$ cat src/rtl/gccu_pkg.sv
// ----------------------------------------------------------------------------
// gccu_pkg
// shared types and constants of the grid cell consistency updater
// ----------------------------------------------------------------------------
`default_nettype none

package gccu_pkg;

  localparam int GRID_CELLS   = 65536;
  localparam int COUNTER_BITS = 8;

  localparam int IDX_W   = 16;
  localparam int PIX_W   = 8;
  localparam int CLS_W   = 3;
  localparam int THR_W   = 8;
  localparam int ADDR_W  = (GRID_CELLS > 1) ? $clog2(GRID_CELLS) : 1;
  localparam int CNT_W   = COUNTER_BITS;
  localparam int SUM_W   = ((CNT_W > THR_W) ? CNT_W : THR_W) + 1;
  localparam int WORD_W  = 2 * CNT_W + CLS_W;
  localparam int PADDR_W = 4;
  localparam int PDATA_W = 32;

  localparam logic [CLS_W-1:0] CLS_UNKNOWN      = 3'd0;
  localparam logic [CLS_W-1:0] CLS_STATIC       = 3'd1;
  localparam logic [CLS_W-1:0] CLS_FREE         = 3'd2;
  localparam logic [CLS_W-1:0] CLS_INCONSISTENT = 3'd3;
  localparam logic [CLS_W-1:0] CLS_DYNAMIC      = 3'd4;

  localparam logic [1:0] REG_HIT_THR  = 2'd0;
  localparam logic [1:0] REG_MISS_THR = 2'd1;
  localparam logic [1:0] REG_OBJ_MASK = 2'd2;

  localparam logic [THR_W-1:0] HIT_THR_RST  = 8'd8;
  localparam logic [THR_W-1:0] MISS_THR_RST = 8'd8;
  localparam logic [PIX_W-1:0] OBJ_MASK_RST = 8'd1;

  typedef struct packed {
    logic [THR_W-1:0] hit_threshold;
    logic [THR_W-1:0] miss_threshold;
    logic [PIX_W-1:0] object_hit_mask;
  } cfg_t;

  typedef struct packed {
    logic              capture;
    logic              read;
    logic              commit;
    logic              clear;
    logic [ADDR_W-1:0] clear_addr;
  } cmd_t;

endpackage

`default_nettype wire

$ cat src/rtl/gccu_ctrl.sv
// ----------------------------------------------------------------------------
// gccu_ctrl
// sequencer: store clearing pass, item capture, read, update and commit
// ----------------------------------------------------------------------------
`default_nettype none

module gccu_ctrl (
  input  wire logic       clk,
  input  wire logic       rst_n,
  input  wire logic       in_valid,
  output logic            in_ready,
  output logic            out_valid,
  input  wire logic       out_ready,
  output gccu_pkg::cmd_t  cmd
);
  import gccu_pkg::*;

  typedef enum logic [3:0] {
    ST_CLEAR = 4'b0001,
    ST_IDLE  = 4'b0010,
    ST_READ  = 4'b0100,
    ST_CALC  = 4'b1000
  } state_t;

  localparam logic [ADDR_W-1:0] LAST_ADDR = ADDR_W'(GRID_CELLS - 1);

  state_t            state_r, state_nxt;
  logic [ADDR_W-1:0] clr_addr_r, clr_addr_nxt;
  logic              out_valid_r, out_valid_nxt;
  logic              can_commit;

  assign can_commit = !out_valid_r || out_ready;

  always_comb begin
    state_nxt     = state_r;
    clr_addr_nxt  = clr_addr_r;
    out_valid_nxt = out_valid_r & ~out_ready;
    in_ready      = 1'b0;
    cmd           = '0;
    cmd.clear_addr = clr_addr_r;
    unique case (state_r)
      ST_CLEAR: begin
        cmd.clear    = 1'b1;
        clr_addr_nxt = clr_addr_r + 1'b1;
        if (clr_addr_r == LAST_ADDR) begin
          state_nxt = ST_IDLE;
        end
      end
      ST_IDLE: begin
        in_ready = 1'b1;
        if (in_valid) begin
          cmd.capture = 1'b1;
          state_nxt   = ST_READ;
        end
      end
      ST_READ: begin
        cmd.read  = 1'b1;
        state_nxt = ST_CALC;
      end
      ST_CALC: begin
        if (can_commit) begin
          cmd.commit    = 1'b1;
          out_valid_nxt = 1'b1;
          state_nxt     = ST_IDLE;
        end
      end
      default: state_nxt = ST_CLEAR;
    endcase
  end

  always_ff @(posedge clk) begin
    if (!rst_n) begin
      state_r     <= ST_CLEAR;
      clr_addr_r  <= '0;
      out_valid_r <= 1'b0;
    end else begin
      state_r     <= state_nxt;
      clr_addr_r  <= clr_addr_nxt;
      out_valid_r <= out_valid_nxt;
    end
  end

  assign out_valid = out_valid_r;

endmodule

`default_nettype wire

$ cat config.mk
export PLATFORM = sky130hd
export DESIGN_NAME = gccu_ctrl
export DESIGN_NICKNAME = d
export VERILOG_FILES = /design/src/rtl/gccu_pkg.sv /design/src/rtl/gccu_ctrl.sv
export SDC_FILE = /design/constraint.sdc
export NUM_CORES = 1
export LEC_CHECK = 0
export BUFFER_PORTS_ARGS = -buffer_cell sky130_fd_sc_hd__buf_2
export CELL_PAD_IN_SITES_DETAIL_PLACEMENT = 0
export CELL_PAD_IN_SITES_GLOBAL_PLACEMENT = 1
export CORE_MARGIN = 5
export CORE_UTILIZATION = 25
export CTS_BUF_LIST = sky130_fd_sc_hd__clkbuf_2
export DETAILED_ROUTE_END_ITERATION = 10
export GPL_ROUTABILITY_DRIVEN = 0
export GPL_TIMING_DRIVEN = 0
export PLACE_DENSITY_LB_ADDON = 0.1
export SLEW_MARGIN = 15
export SYNTH_ARGS = -nofsm -noshare
export SYNTH_HDL_FRONTEND = slang
export SYNTH_SLANG_ARGS = --single-unit
$ cat constraint.sdc
create_clock -name clk -period 5.2 [get_ports clk]
set_clock_uncertainty 0.1 [all_clocks]
set_input_delay 0.26 -clock clk [delete_from_list [all_inputs] [get_ports clk]]
set_output_delay 0.26 -clock clk [all_outputs]
set_load 0.01 [all_outputs]
==> results.sh <==
export IMPL_outcome="complete, no violations"
export IMPL_maxCapViolCount=0
export IMPL_dp_hpwl_um=1840
export IMPL_synth_edff_count=0
export IMPL_synth_largest_area_cell="dfxtp_1"
export IMPL_syn_area_um2=1030
export IMPL_post_cts_buffers=0
export IMPL_cp_arrival_ns=2.28
export IMPL_cts_reportedPaths_clkPinSlew_ns=0.20
export IMPL_syn_mean_instance_area_um2=8.51
export IMPL_cts_hold_buf=0
export IMPL_routed_wl_um=2430
export IMPL_cts_tree="built"
export IMPL_grt_max_degree=12
export IMPL_numCtsBuffers=3
export IMPL_ios=26
export IMPL_antenna_found_initial=0
export IMPL_layout_drive_gt1_share=0.227
export IMPL_die_h_um=74.2
export IMPL_ys_seq_elements=21
export IMPL_hold_depth=2
export IMPL_syn_to_final_growth_pct=20.2
export IMPL_worstHoldStart="in_valid"
export IMPL_finalSetupViolCount=0
export IMPL_rsz0062_at_grt="no"
export IMPL_hold_class="input pin to flop"
export IMPL_synth_area_top_cells="dfxtp_1 41%, xnor2_1 5.1%, nor2_1 4.7%"
export IMPL_wl_per_cell_um=12.1
export IMPL_coreArea_um2=4000
export IMPL_synthTopCellsByCount="21 x dfxtp_1, 13 x nor2_1, 9 x nand2_1"
export IMPL_synth_most_common_cell="dfxtp_1"
export IMPL_r2r_start="state_r[3]"
export IMPL_rows=23
export IMPL_clkLatencyLatePin_ns=0.31
export IMPL_ant_nets=0
export IMPL_synth_async_reset_ratio=0
export IMPL_hold_viol=0
export IMPL_htree_levels=1
export IMPL_ctsLongestPathBuffers=2
export IMPL_cp_required_ns=5.36
export IMPL_synth_cells=121
export IMPL_r2r_worst_path_cells=5
export IMPL_critPathLaunch="state_r[3]"
export IMPL_cts_resized=0
export IMPL_worst_pin_slew_ns=0.458
export IMPL_synthFlopType="dfxtp_1"
export IMPL_port_buffers=25
export IMPL_p_total_mw=0.296
export IMPL_cts_sinks=21
export IMPL_seq_area_frac_synth=0.408
export IMPL_diodes=0
export IMPL_drtPass1Iterations=4
export IMPL_overflow=0
export IMPL_timing_fmax_ghz=0.472
export IMPL_cts_root_buf="clkbuf_2"
export IMPL_grt_pass1_wl_um=4040
export IMPL_start_kind="flop"
export IMPL_fin_nets=156
export IMPL_drt_iter0_markers=52
export IMPL_post_dp_cell_area_um2=1220
export IMPL_reg2reg_to="clr_addr_r[15]"
export IMPL_critPathKind="flop to flop"
export IMPL_initial_utilization=0.257
export IMPL_dieWidth_um=74.2
export IMPL_leakage_nw=0.476
export IMPL_power_density_nw_per_um2=239
export IMPL_synth_nets=126
export IMPL_timing_critical_path_to="clr_addr_r[15]"
export IMPL_end_kind="flop"
export IMPL_finalSetupTns_ns=0
export IMPL_peakVddDrop_uv=100
export IMPL_yosys_area_top_type_share=0.408
export IMPL_fin_crit_sh=0.408
export IMPL_post_route_drc_count=0
export IMPL_maxSlewHeadroom=0.695
export IMPL_grt_pass1_vias=882
export IMPL_slew_violations=0
export IMPL_cp_max_fo=8
export IMPL_grt_usage=0.0946
export IMPL_yosys_warnings=0
export IMPL_r2r_slack_ns=3.08
export IMPL_synth_cell_types=32
export IMPL_fin_crit_ns=2.12
export IMPL_via_per_inst=4.66
export IMPL_vias=931
export IMPL_design_area_um2=1240
export IMPL_die_area_um2=5500
==> critical path, stage by stage, from the launching register on <==
cell and delay (ns):
dfxtp_1 0.42, or4b_4 0.56, clkinv_2 0.13, nand4_4 0.16
or4_1 0.53, a21oi_1 0.16
==> layout by cell type (no fill, tap or decap), types with 3 or more instances in the layout <==
| cell | synthesis | layout |
|---|---|---|
| nor3_1 | 6 | 6 |
| or4_1 | 3 | 3 |
| clkbuf_2 | 0 | 4 |
| o31ai_1 | 3 | 3 |
| buf_2 | 0 | 25 |
| a21oi_1 | 8 | 8 |
| nor2_1 | 13 | 13 |
| nand4_1 | 4 | 4 |
| nand2_1 | 9 | 9 |
| nor4_1 | 3 | 3 |
| dfxtp_1 | 21 | 21 |
| nor2b_1 | 4 | 4 |
| xnor2_1 | 6 | 6 |
| and2_1 | 3 | 3 |
| xor2_1 | 3 | 3 |
| or3_1 | 3 | 3 |
| nand3_1 | 5 | 5 |
| nand2b_1 | 3 | 3 |
| o21ai_0 | 5 | 5 |
==> layout make-up <==
type | instances | area [um2]
plain buffers | 4 | 26.3
clock buffers | 4 | 20.0
fillers | 450 | 2760
inverters | 4 | 16.3
multi-input cells | 92 | 567
flip-flops and latches | 21 | 420
well taps | 50 | 62.6
repair buffers | 25 | 125
==> cell families after synthesis <==
kind of cell             share of synthesized area
AND/OR/NAND/NOR                              0.340
multiplexers                                0.0194
XOR/XNOR                                    0.0766
adder cells (fa/ha/maj)                     0.0121
AO/OA/AOI/OAI                                0.102
flip-flops                                   0.408
buffers and inverters                       0.0413
==> per-stage QoR <==
stage	instances	util	hold WS (ns)	setup slack [ns]
after CTS	200	0.309	0.0410	3.06
final	200	0.309	0.0733	3.08
after global routing	200	0.309	0.0367	2.96
after global placement	196	0.304	0.373	3.13
after floorplan	121	-	0.246	3.24
after detailed placement	196	0.304	0.386	3.12
==> registers in the layout (all words and copies together), names as in the netlist <==
register	flops
out_valid	1
clr_addr_r	16
state_r	4
==> where the power goes <==
| group | internal, mW | switching [mW] |
|---|---|---|
| logic | 0.0197 | 0.0266 |
| registers | 0.168 | 0.0112 |
| clock network | 0.0204 | 0.0504 |
==> routing by layer <==
layer	GRT usage	routed length, um
met5	0	0
met4	0.0241	20
met3	0.0311	103
met2	0.159	1120
met1	0.116	1180
==> worst min path at each step <==
stage,endpoint,slack [ns]
6_report,state_r[2],0.07
5_1_grt,state_r[2],0.04
4_1_cts,state_r[2],0.04
2_1_floorplan,state_r[0],0.25
3_3_place_gp,clr_addr_r[14],0.37
3_5_place_dp,clr_addr_r[14],0.39
Power figures use the tool's default switching activity.
