**src/rtl/gccu_pkg.sv**
```systemverilog
// ----------------------------------------------------------------------------
// gccu_pkg
// shared types and constants of the grid cell consistency updater
// ----------------------------------------------------------------------------
`default_nettype none

package gccu_pkg;

  localparam int GRID_CELLS   = 65536;
  localparam int COUNTER_BITS = 8;

  localparam int IDX_W   = 16;
  localparam int PIX_W   = 8;
  localparam int CLS_W   = 3;
  localparam int THR_W   = 8;
  localparam int ADDR_W  = (GRID_CELLS > 1) ? $clog2(GRID_CELLS) : 1;
  localparam int CNT_W   = COUNTER_BITS;
  localparam int SUM_W   = ((CNT_W > THR_W) ? CNT_W : THR_W) + 1;
  localparam int WORD_W  = 2 * CNT_W + CLS_W;
  localparam int PADDR_W = 4;
  localparam int PDATA_W = 32;

  localparam logic [CLS_W-1:0] CLS_UNKNOWN      = 3'd0;
  localparam logic [CLS_W-1:0] CLS_STATIC       = 3'd1;
  localparam logic [CLS_W-1:0] CLS_FREE         = 3'd2;
  localparam logic [CLS_W-1:0] CLS_INCONSISTENT = 3'd3;
  localparam logic [CLS_W-1:0] CLS_DYNAMIC      = 3'd4;

  localparam logic [1:0] REG_HIT_THR  = 2'd0;
  localparam logic [1:0] REG_MISS_THR = 2'd1;
  localparam logic [1:0] REG_OBJ_MASK = 2'd2;

  localparam logic [THR_W-1:0] HIT_THR_RST  = 8'd8;
  localparam logic [THR_W-1:0] MISS_THR_RST = 8'd8;
  localparam logic [PIX_W-1:0] OBJ_MASK_RST = 8'd1;

  typedef struct packed {
    logic [THR_W-1:0] hit_threshold;
    logic [THR_W-1:0] miss_threshold;
    logic [PIX_W-1:0] object_hit_mask;
  } cfg_t;

  typedef struct packed {
    logic              capture;
    logic              read;
    logic              commit;
    logic              clear;
    logic [ADDR_W-1:0] clear_addr;
  } cmd_t;

endpackage

`default_nettype wire

```
**src/rtl/gccu_regs.sv**
```systemverilog
// ----------------------------------------------------------------------------
// gccu_regs
// apb configuration registers: thresholds and object hit mask
// ----------------------------------------------------------------------------
`default_nettype none

module gccu_regs (
  input  wire logic                         clk,
  input  wire logic                         rst_n,
  input  wire logic                         psel,
  input  wire logic                         penable,
  input  wire logic                         pwrite,
  input  wire logic [gccu_pkg::PADDR_W-1:0] paddr,
  input  wire logic [gccu_pkg::PDATA_W-1:0] pwdata,
  output logic      [gccu_pkg::PDATA_W-1:0] prdata,
  output logic                              pready,
  output gccu_pkg::cfg_t                    cfg
);
  import gccu_pkg::*;

  logic [THR_W-1:0] hit_thr_r;
  logic [THR_W-1:0] miss_thr_r;
  logic [PIX_W-1:0] obj_mask_r;
  logic [1:0]       reg_sel;
  logic             wr_en;

  assign reg_sel = paddr[3:2];
  assign wr_en   = psel & penable & pwrite;
  assign pready  = 1'b1;

  always_ff @(posedge clk) begin
    if (!rst_n) begin
      hit_thr_r  <= HIT_THR_RST;
      miss_thr_r <= MISS_THR_RST;
      obj_mask_r <= OBJ_MASK_RST;
    end else if (wr_en) begin
      unique case (reg_sel)
        REG_HIT_THR:  hit_thr_r  <= pwdata[THR_W-1:0];
        REG_MISS_THR: miss_thr_r <= pwdata[THR_W-1:0];
        REG_OBJ_MASK: obj_mask_r <= pwdata[PIX_W-1:0];
        default: ;
      endcase
    end
  end

  always_comb begin
    unique case (reg_sel)
      REG_HIT_THR:  prdata = PDATA_W'(hit_thr_r);
      REG_MISS_THR: prdata = PDATA_W'(miss_thr_r);
      REG_OBJ_MASK: prdata = PDATA_W'(obj_mask_r);
      default:      prdata = '0;
    endcase
  end

  assign cfg.hit_threshold   = hit_thr_r;
  assign cfg.miss_threshold  = miss_thr_r;
  assign cfg.object_hit_mask = obj_mask_r;

endmodule

`default_nettype wire

```
**config.mk**
```make
export PLATFORM = sky130hd
export DESIGN_NAME = gccu_regs
export DESIGN_NICKNAME = d
export VERILOG_FILES = /design/src/rtl/gccu_pkg.sv /design/src/rtl/gccu_regs.sv
export SDC_FILE = /design/constraint.sdc
export NUM_CORES = 1
export LEC_CHECK = 0
export ABC_AREA = 1
export BUFFER_PORTS_ARGS = -buffer_cell sky130_fd_sc_hd__buf_2
export CAP_MARGIN = 25
export CORE_MARGIN = 2
export CORE_UTILIZATION = 40
export CTS_CLUSTER_SIZE = 25
export DETAILED_ROUTE_END_ITERATION = 7
export PLACE_DENSITY_LB_ADDON = 0.08
export SETUP_SLACK_MARGIN = 0.05
export SYNTH_ARGS = -nofsm -noshare
export SYNTH_HDL_FRONTEND = slang
export SYNTH_SLANG_ARGS = --single-unit
export TNS_END_PERCENT = 30
```
**constraint.sdc**
```tcl
create_clock -name clk -period 1.7 [get_ports clk]
set_clock_uncertainty 0.15 [all_clocks]
set_input_delay 0.51 -clock clk [delete_from_list [all_inputs] [get_ports clk]]
set_output_delay 0.51 -clock clk [all_outputs]
set_load 0.01 [all_outputs]
```
==> reports/qor.csv, run 1 <==
stage;metric;value;unit
synthesis;synth_cell_types;13;
floorplan;rows;21;
worst_setup_path;critical_path_required;1040;ps
clock_tree;cts.sinks;24;
power_and_ir_drop;seq_power_share;51.7;%
floorplan;ios;98;
power_and_ir_drop;p_sw_share;28.1;%
clock_tree;htree_levels;1;
run;drv_cap;0;
floorplan;dieArea;0.00387;sq mm
placement;dp_cells;302;
synthesis;netlist.area_leader.share;35.5;%
drt;drtAntennaViolNets;0;
power_and_ir_drop;clkPwrFrac;27.0;%
timing;layout_min_cycle_time;1800;ps
global_route;grtUsageTotal;18.5;%
worst_setup_path;path_class;input pin to output pin;
clock_tree;cts_tree;built;
worst_setup_path;arrival;1140;ps
synthesis;synth_warnings;0;
global_route;grt_pass1_wl;5710;microns
power_and_ir_drop;powerDensity;610;mW/mm^2
worst_setup_path;worstSetupEndpointType;output pin;
synthesis;yosysSeqAreaShare;35.5;%
drt;drc;0;
timing;hold_slack;265;ps
finish;drive_gt1_share;33.2;%
synthesis;syn_area_per_cell;6.57;sq um
floorplan;die_w;62.2;microns
finish;register_area;480;sq um
power_and_ir_drop;p_leak;0.969;nW
floorplan;fp.dieH;62.2;microns
timing;hold_viol;0;
min_path;hold_path_depth;3;
floorplan;start_util;41.2;%
finish;syn_to_final_growth;36.8;%
timing;rsz0062_at_grt;true;
worst_setup_path;slowest_delay;140;ps
power_and_ir_drop;switchingPower;0.317;mW
placement;gp_congestion;0.718;
synthesis;synth_area;0.00135;sq mm
finish;design_area;0.00185;sq mm
clock_tree;cts_root_buf;clkbuf_4;
placement;io_buffers;46;
power_and_ir_drop;combPwrFrac;21.3;%
clock_tree;clk_pin_slew_worst_paths;130;ps
timing;finalSetupViolCount;8;
floorplan;core-area;0.00328;sq mm
worst_setup_path;rr_endpoint;miss_thr_r[3]$_SDFFE_PN1P_;
timing;fin_crit_sh;106;%
placement;dp_hpwl;2190;microns
global_route;overflow;0;
outcome;violations;setup timing;
finish;multi_input_area;741;sq um
clock_tree;worst_skew_pair.late_latency;310;ps
worst_setup_path;cp_common_cell;buf_12;
finish;fillers;377;
outcome;status;finished, violations left;
global_route;grt_pass1_vias;1230;
clock_tree;cts-buffers-inserted;3;
global_route;grt_antenna_before_repair;0;
finish;final_cells;311;
drt;drt_iter0_drc;29;
power_and_ir_drop;ir_worst_vdd;0.242;mV
drt;drt-total-wl;3280;microns
worst_setup_path;cp-start-kind;input pin;
finish;fin_nets;307;
finish;diodes;0;
timing;drv_slew;0;
synthesis;synthCells;206;
worst_setup_path;rr_worst_depth;2;
drt;vias_per_cell;4.34;
power_and_ir_drop;internal-power;0.812;mW
drt;vias;1349;
synthesis;ys_ff_latch;24;
min_path;holdCritStartpoint;pwdata[0];
drt;wl_per_cell;10.6;microns
worst_setup_path;crit_chain;buf_12, nor2_4, buf_12, nand2_1, nand3_1, buf_2;
synthesis;synth_area_leaders;dfxtp_1 (35%), buf_4 (15%), nand2_1 (14%);
worst_setup_path;r2r_start;miss_thr_r[3]$_SDFFE_PN1P_;
worst_setup_path;crit_fanout;12;
timing;fin_ws;-103;ps
timing;max_freq;555;MHz
min_path;hold_end;obj_mask_r[0]$_SDFFE_PN1P_;
drt;drt-pass1-iter-count;4;
clock_tree;ctsLongestPathBuffers;2;
placement;dpl_cell_area;0.00163;sq mm
worst_setup_path;reg2reg_slack;930;ps
worst_setup_path;crit_slowest_cell;buf_12;
synthesis;synth_top_area_cell;dfxtp_1;
global_route;grt_max_degree;25;
min_path;min_path_type;input pin to register;
-- cell usage in the layout (no fill, tap or decap) --
cell       count
buf_12         4
buf_2         39
buf_4         12
buf_6          8
bufbuf_16      1
clkbuf_4       3
clkbuf_8       1
conb_1        25
dfxtp_1       24
inv_1          9
inv_4          1
inv_6          1
nand2_1       45
nand2_2        7
nand3_1       28
nand3_2        5
nor2_1        43
nor2_4         6
o21ai_0        3
-- metrics by stage --
step / total power [mW] / setup TNS (ps) / utilization, % / worst slack, ps
after floorplan: 0.756 / 0 / - / 51.2
after global placement: 0.797 / -1690 / 49.6 / -232
after detailed placement: 0.797 / -1690 / 49.6 / -230
after CTS: 1.14 / -857 / 55.5 / -115
after global routing: 1.20 / -1080 / 56.4 / -152
final: 1.13 / -737 / 56.4 / -103
-- how the worst max path moves through the flow --
stage          slack (ps)  cells after the start     start        end
2_1_floorplan          50                      5  paddr[2]  prdata[0]
3_3_place_gp         -230                      7  paddr[2]  prdata[2]
3_5_place_dp         -230                      7  paddr[2]  prdata[2]
4_1_cts              -110                      7  paddr[3]  prdata[6]
5_1_grt              -150                      6  paddr[3]  prdata[0]
6_report             -100                      6  paddr[3]  prdata[0]
-- sequential cells by signal, indices dropped and copies added (netlist names) --
signal / cells
hit_thr_r: 8
obj_mask_r: 8
miss_thr_r: 8
-- cell type report --
cell class                 instances  share of cell area [%]
clock buffer                       4                    1.96
multi-input combinational        162                    40.0
inverter                          11                    2.64
timing repair buffer              64                    26.4
tap                               46                    3.11
sequential                        24                    25.9
-- worst max-delay path, delay by kind of cell --
family / cells / cell delay [ps]
AND/OR/NAND/NOR: 3 / 240
buffers and inverters: 3 / 380
-- kinds of logic (layout without fill, tap and decap cells) --
kind of cell	count (synthesis)	after routing	share of synthesized area (%)
buffers and inverters	43	79	19.7
flip-flops	24	24	35.5
AO/OA/AOI/OAI	3	3	1.11
other	2	25	0.555
AND/OR/NAND/NOR	134	134	43.2
-- cell usage after synthesis (all sizes together) --
master	n
conb	2
buf	30
nand2	52
inv	11
nor2	49
nand3	33
dfxtp	24
clkbuf	2
o21ai	3
-- metal layers --
metal  GRT usage (%)  part of all wire (%)  up-vias
met2            33.8                    50       44
met5               0                     0        -
met1            21.8                    43      591
met4            6.94                  0.82        0
met3            2.90                   5.4        2
li1                -                     -      712
-- repair_timing --
item | 4_1_cts | 5_1_grt
endpoints found under the setup margin | 8 | 8
gates resized for setup | 28 | 3
pin swaps | 3 | 2
hold buffers | 0 | 0
cloned | 1 | 0
setup buffers | 2 | 2
-- power groups by stage --
stage	Sequential (mW)	Combinational, mW	Clock (mW)
global route	0.587	0.265	0.343
global placement	0.596	0.201	0
finish	0.584	0.240	0.305
CTS	0.584	0.236	0.323
detailed placement	0.596	0.201	0
floorplan	0.601	0.155	0
(Power assumes the default switching activity.)
==> inputs of run 2 (changes only) <==
- CELL_PAD_IN_SITES_DETAIL_PLACEMENT: unset -> 1
- CELL_PAD_IN_SITES_GLOBAL_PLACEMENT: unset -> 1
- CORE_UTILIZATION: 40 -> 26
==> run 2 against run 1 <==
The flow still finishes with violations (setup timing). Register-to-register slack is essentially flat. Via count grew 1.1%. Critical path type unchanged. Critical endpoint is now prdata[6]. Largest power group unchanged. Final cell count grew 8.4%. Clock power grew 67%. Clock-buffer cell count shrank 1. Maximum frequency shrank 0.48%. Non-clock buffer count grew 2. Routed wire length grew 19%.
==> reports/qor.csv, run 2 (synthesized netlist as in run 1, its figures left out) <==
stage;metric;value;unit
outcome;status;finished, violations left;
outcome;violations;setup timing;
drt;drtAntennaViolNets;0;
drt;vias_per_cell;4.05;
finish;multi_input_area;763;sq um
global_route;grt_max_degree;25;
placement;gp_congestion;0.688;
placement;io_buffers;46;
drt;drc;0;
placement;dp_worst_setup_slack;-259;ps
worst_setup_path;crit_fanout;6;
floorplan;ios;98;
power_and_ir_drop;powerDensity;688;mW/mm^2
power_and_ir_drop;internal-power;0.990;mW
min_path;min_path_type;input pin to register;
worst_setup_path;critical_path_required;1040;ps
clock_tree;worst_skew_pair.late_latency;260;ps
power_and_ir_drop;seq_power_share;43.9;%
timing;rsz0062_at_grt;true;
floorplan;die_w;76.2;microns
global_route;grt_pass1_wl;6250;microns
floorplan;fp.dieH;76.2;microns
finish;drive_gt1_share;36.0;%
clock_tree;cts_root_buf;clkbuf_8;
timing;hold_viol;0;
finish;syn_to_final_growth;43.0;%
power_and_ir_drop;ir_worst_vdd;0.324;mV
worst_setup_path;worstSetupEndpointType;output pin;
finish;final_common_cell;nor2_1;
timing;layout_min_cycle_time;1810;ps
drt;vias;1364;
drt;drt-pass1-iter-count;4;
global_route;overflow;0;
timing;hold_slack;328;ps
clock_tree;cts_tree;built;
power_and_ir_drop;p_leak;1.01;nW
run;drv_cap;0;
timing;fin_crit_sh;107;%
floorplan;core-area;0.00507;sq mm
finish;fin_nets;309;
global_route;grt_antenna_before_repair;0;
power_and_ir_drop;clkPwrFrac;38.2;%
finish;top_regs;hit_thr_r: 8 flops, miss_thr_r: 8 flops, obj_mask_r: 8 flops;
drt;drt_iter0_drc;51;
floorplan;start_util;26.7;%
worst_setup_path;rr_worst_depth;2;
power_and_ir_drop;switchingPower;0.342;mW
timing;finalSetupViolCount;8;
timing;fin_ws;-111;ps
worst_setup_path;arrival;1150;ps
power_and_ir_drop;p_sw_share;25.7;%
finish;diodes;0;
clock_tree;cts-buffers-inserted;3;
power_and_ir_drop;combPwrFrac;17.9;%
global_route;grtUsageTotal;13.3;%
floorplan;dieArea;0.00580;sq mm
timing;drv_slew;0;
placement;dp_hpwl;2780;microns
floorplan;rows;26;
clock_tree;htree_levels;1;
timing;final.setup.tns;-782;ps
worst_setup_path;path_class;input pin to output pin;
finish;register_area;480;sq um
clock_tree;cts_hold_buf;0;
drt;drt-total-wl;3920;microns
clock_tree;cts.sinks;24;
finish;fillers;690;
drt;wl_per_cell;11.6;microns
worst_setup_path;cp-start-kind;input pin;
finish;final_cell_mix;nor2_1 (43), nand2_1 (40), buf_2 (38);
global_route;grt_pass1_vias;1300;
clock_tree;clk_pin_slew_worst_paths;90;ps
timing;max_freq;552;MHz
min_path;hold_path_depth;3;
clock_tree;ctsLongestPathBuffers;2;
## run 2: area by class of cell
type | instances | share of cell area, %
multi-input combinational | 162 | 39.4
clock inverter | 1 | 1.55
clock buffer | 3 | 2.13
timing repair buffer | 66 | 25.1
sequential | 24 | 24.8
tap | 70 | 4.52
inverter | 11 | 2.39
## run 2: power groups by stage
stage                     combinational [mW]  sequential, mW  clock (mW)
final                                  0.239           0.585       0.509
after global routing                   0.264           0.587       0.551
after CTS                              0.226           0.584       0.528
after detailed placement               0.206           0.597           0
after global placement                 0.206           0.597           0
after floorplan                        0.155           0.601           0
## run 2: critical path, cell delays in order
cell and delay [ps]:
buf_8 110, nor2_4 160, buf_6 160, nand2_4 50, nand3_2 60, buf_6 100
## run 2: worst paths after layout
| path | from | to | slack [ps] |
|---|---|---|---|
| worst max-delay path | paddr[3] | prdata[6] | -110 |
| worst min-delay path | pwdata[0] | obj_mask_r[0]$_SDFFE_PN1P_ | 330 |
| worst max register to register | hit_thr_r[6]$_SDFFE_PN0P_ | hit_thr_r[6]$_SDFFE_PN0P_ | 930 |
| worst min register to register | obj_mask_r[3]$_SDFFE_PN0P_ | obj_mask_r[3]$_SDFFE_PN0P_ | 350 |
## run 2: what timing repair did
item                                    in CTS  in global routing
gates resized for setup                     15                 24
buffers inserted                             4                  2
endpoints found under the setup margin       8                  8
pin swaps                                    6                 10
hold endpoints to repair                     0                  0
## run 2: through the flow
stage | utilization [%] | power (mW) | instance area (sq um) | instances
2_1_floorplan | - | 0.756 | 1450 | 229
3_3_place_gp | 32.9 | 0.802 | 1670 | 327
3_5_place_dp | 32.9 | 0.803 | 1670 | 327
4_1_cts | 35.9 | 1.34 | 1820 | 335
5_1_grt | 38.1 | 1.40 | 1940 | 337
6_report | 38.1 | 1.33 | 1940 | 337
## run 2: layer usage
metal	vias up	GRT usage, %	wire, microns
li1	713	-	-
met1	608	16.8	1840
met2	39	23.8	1890
met3	4	2.01	172
met4	0	3.27	26
met5	-	0	0
==> inputs of run 3 (changes only) <==
- CORE_UTILIZATION: 26 -> 23
- TNS_END_PERCENT: 30 -> 20
- clock period: 1.7 -> 1.6 ns (I/O delays scaled with it)
==> run 3 against run 2 <==
The run still ends with setup timing left. Die area rose by 12%. Sequential power rose by 6.3%. Hold slack got worse by 40 ps. Worst setup slack got worse by 41 ps. Critical endpoint is now prdata[0]. Largest power group unchanged.
==> reports/qor.csv, run 3 (synthesized netlist as in run 1, its figures left out) <==
stage;metric;value;unit
outcome;status;finished, violations left;
outcome;violations;setup timing;
timing;fin_crit_sh;110;%
finish;fin_nets;310;
worst_setup_path;path_delay_family;buffers and inverters;
min_path;min_path_type;input pin to register;
placement;gp_congestion;0.715;
global_route;overflow;0;
power_and_ir_drop;combPwrFrac;21.0;%
global_route;gr-usage-met1;17.6;%
worst_setup_path;cp-start-kind;input pin;
finish;final_cell_mix;nor2_1 (43), nand2_1 (39), buf_2 (37);
floorplan;dieArea;0.00652;sq mm
clock_tree;cts_tree;built;
floorplan;ios;98;
global_route;grt_max_degree;25;
timing;fin_ws;-152;ps
finish;final_util;35.7;%
worst_setup_path;crit_fanout;5;
worst_setup_path;rr_worst_depth;2;
drt;drt-pass1-iter-count;4;
min_path;holdCritStartpoint;pwdata[0];
power_and_ir_drop;switchingPower;0.379;mW
clock_tree;cts-buffers-inserted;3;
worst_setup_path;critical_path_required;970;ps
run;drv_cap;0;
placement;dp_hpwl;2810;microns
floorplan;fp.dieH;80.7;microns
timing;max_freq;571;MHz
finish;top_regs;hit_thr_r: 8 flops, miss_thr_r: 8 flops, obj_mask_r: 8 flops;
power_and_ir_drop;powerDensity;667;mW/mm^2
worst_setup_path;path_class;input pin to output pin;
placement;dp_cells;327;
clock_tree;worst_skew_pair.late_latency;270;ps
power_and_ir_drop;internal-power;0.958;mW
placement;dpl_cell_area;0.00167;sq mm
power_and_ir_drop;p_sw_share;28.4;%
floorplan;core-area;0.00561;sq mm
timing;rsz0062_at_grt;true;
worst_setup_path;r2r_start;hit_thr_r[3]$_SDFFE_PN1P_;
drt;wl_per_cell;12.4;microns
global_route;gr-usage-met3;1.80;%
drt;drc;0;
drt;vias;1386;
global_route;grt_pass1_wl;6490;microns
worst_setup_path;crit_chain;buf_12, nor2_4, buf_12, nand2_1, nand3_2, buf_6;
power_and_ir_drop;ir_worst_vdd;0.307;mV
timing;hold_viol;0;
placement;io_buffers;46;
clock_tree;cts.sinks;24;
clock_tree;ctsLongestPathBuffers;2;
worst_setup_path;rr_endpoint;hit_thr_r[3]$_SDFFE_PN1P_;
power_and_ir_drop;clkPwrFrac;32.5;%
drt;drt-total-wl;4230;microns
finish;syn_to_final_growth;48.1;%
timing;layout_min_cycle_time;1750;ps
finish;final_cells;340;
floorplan;start_util;24.1;%
worst_setup_path;cp_common_cell;buf_12;
finish;diodes;0;
drt;drt_iter0_drc;47;
floorplan;rows;27;
power_and_ir_drop;seq_power_share;46.5;%
power_and_ir_drop;p_leak;1.05;nW
finish;design_area;0.00200;sq mm
global_route;grt_util_met2;22.3;%
clock_tree;htree_levels;1;
timing;finalSetupViolCount;8;
min_path;hold_end;obj_mask_r[0]$_SDFFE_PN1P_;
global_route;grt_antenna_before_repair;0;
worst_setup_path;crit_slowest_cell;nor2_4;
finish;drive_gt1_share;36.9;%
global_route;grtUsageTotal;13.3;%
clock_tree;cts_hold_buf;0;
worst_setup_path;slowest_delay;150;ps
clock_tree;clk_pin_slew_worst_paths;90;ps
worst_setup_path;cp_num_buf_inv;3;
min_path;hold_path_depth;3;
worst_setup_path;arrival;1120;ps
global_route;busiest_layer;met2;
drt;drtAntennaViolNets;0;
global_route;grt_pass1_vias;1292;
finish;final_common_cell;nor2_1;
timing;drv_slew;0;
clock_tree;cts_root_buf;clkbuf_8;
drt;vias_per_cell;4.08;
floorplan;die_w;80.7;microns
worst_setup_path;worstSetupEndpointType;output pin;
worst_setup_path;reg2reg_slack;810;ps
## run 3: cell types whose count changed in the layout (fill, tap and decap cells not counted), sizes merged
| cell | delta |
|---|---|
| clkbuf | +2 |
| bufinv | -1 |
| buf | -1 |
| bufbuf | +1 |
## run 3: repair_timing
| action | 4_1_cts | 5_1_grt |
|---|---|---|
| pin swaps | 9 | 5 |
| gates cloned | 1 | 1 |
| gates resized for setup | 26 | 16 |
| setup endpoints to repair | 8 | 8 |
| setup buffers | 3 | 4 |
## run 3: power groups by stage
stage	Combinational (mW)	Clock [mW]	Sequential, mW
global route	0.309	0.477	0.624
global placement	0.222	0	0.634
detailed placement	0.223	0	0.634
CTS	0.260	0.456	0.621
finish	0.281	0.435	0.622
floorplan	0.167	0	0.639
## run 3: metal layers
| layer | vias to the layer above | part of all wire (%) |
|---|---|---|
| met1 | 626 | 47 |
| met3 | 4 | 4.3 |
| met4 | 0 | 1.2 |
| met5 | - | 0 |
| li1 | 714 | - |
| met2 | 42 | 47 |
## run 3: how the worst max path moves through the flow
stage | startpoint | end | cells after the start | slack, ps
finish | paddr[3] | prdata[0] | 6 | -150
global route | paddr[3] | prdata[5] | 6 | -190
global placement | paddr[2] | prdata[0] | 7 | -280
detailed placement | paddr[2] | prdata[4] | 7 | -290
floorplan | paddr[2] | prdata[1] | 5 | 30
CTS | paddr[2] | prdata[6] | 7 | -170
## run 3: final cells by class
type / count / area (sq um)
repair buffers: 67 / 557
inverters: 11 / 46.3
multi-input cells: 162 / 776
well taps: 72 / 90.1
fillers: 744 / 3600
flip-flops and latches: 24 / 480
clock buffers: 4 / 55.1
## run 3: worst min-delay path: stages
cell and delay (ps):
buf_2 90, nand2_1 50, nand3_1 70
## run 3: stage by stage
step | power (mW) | setup TNS [ps] | hold slack, ps | setup slack, ps
2_1_floorplan | 0.806 | 0 | 361 | 29.7
3_3_place_gp | 0.857 | -2130 | 341 | -280
3_5_place_dp | 0.857 | -2180 | 344 | -293
4_1_cts | 1.34 | -1340 | 284 | -175
5_1_grt | 1.41 | -1490 | 323 | -190
6_report | 1.34 | -1140 | 288 | -152
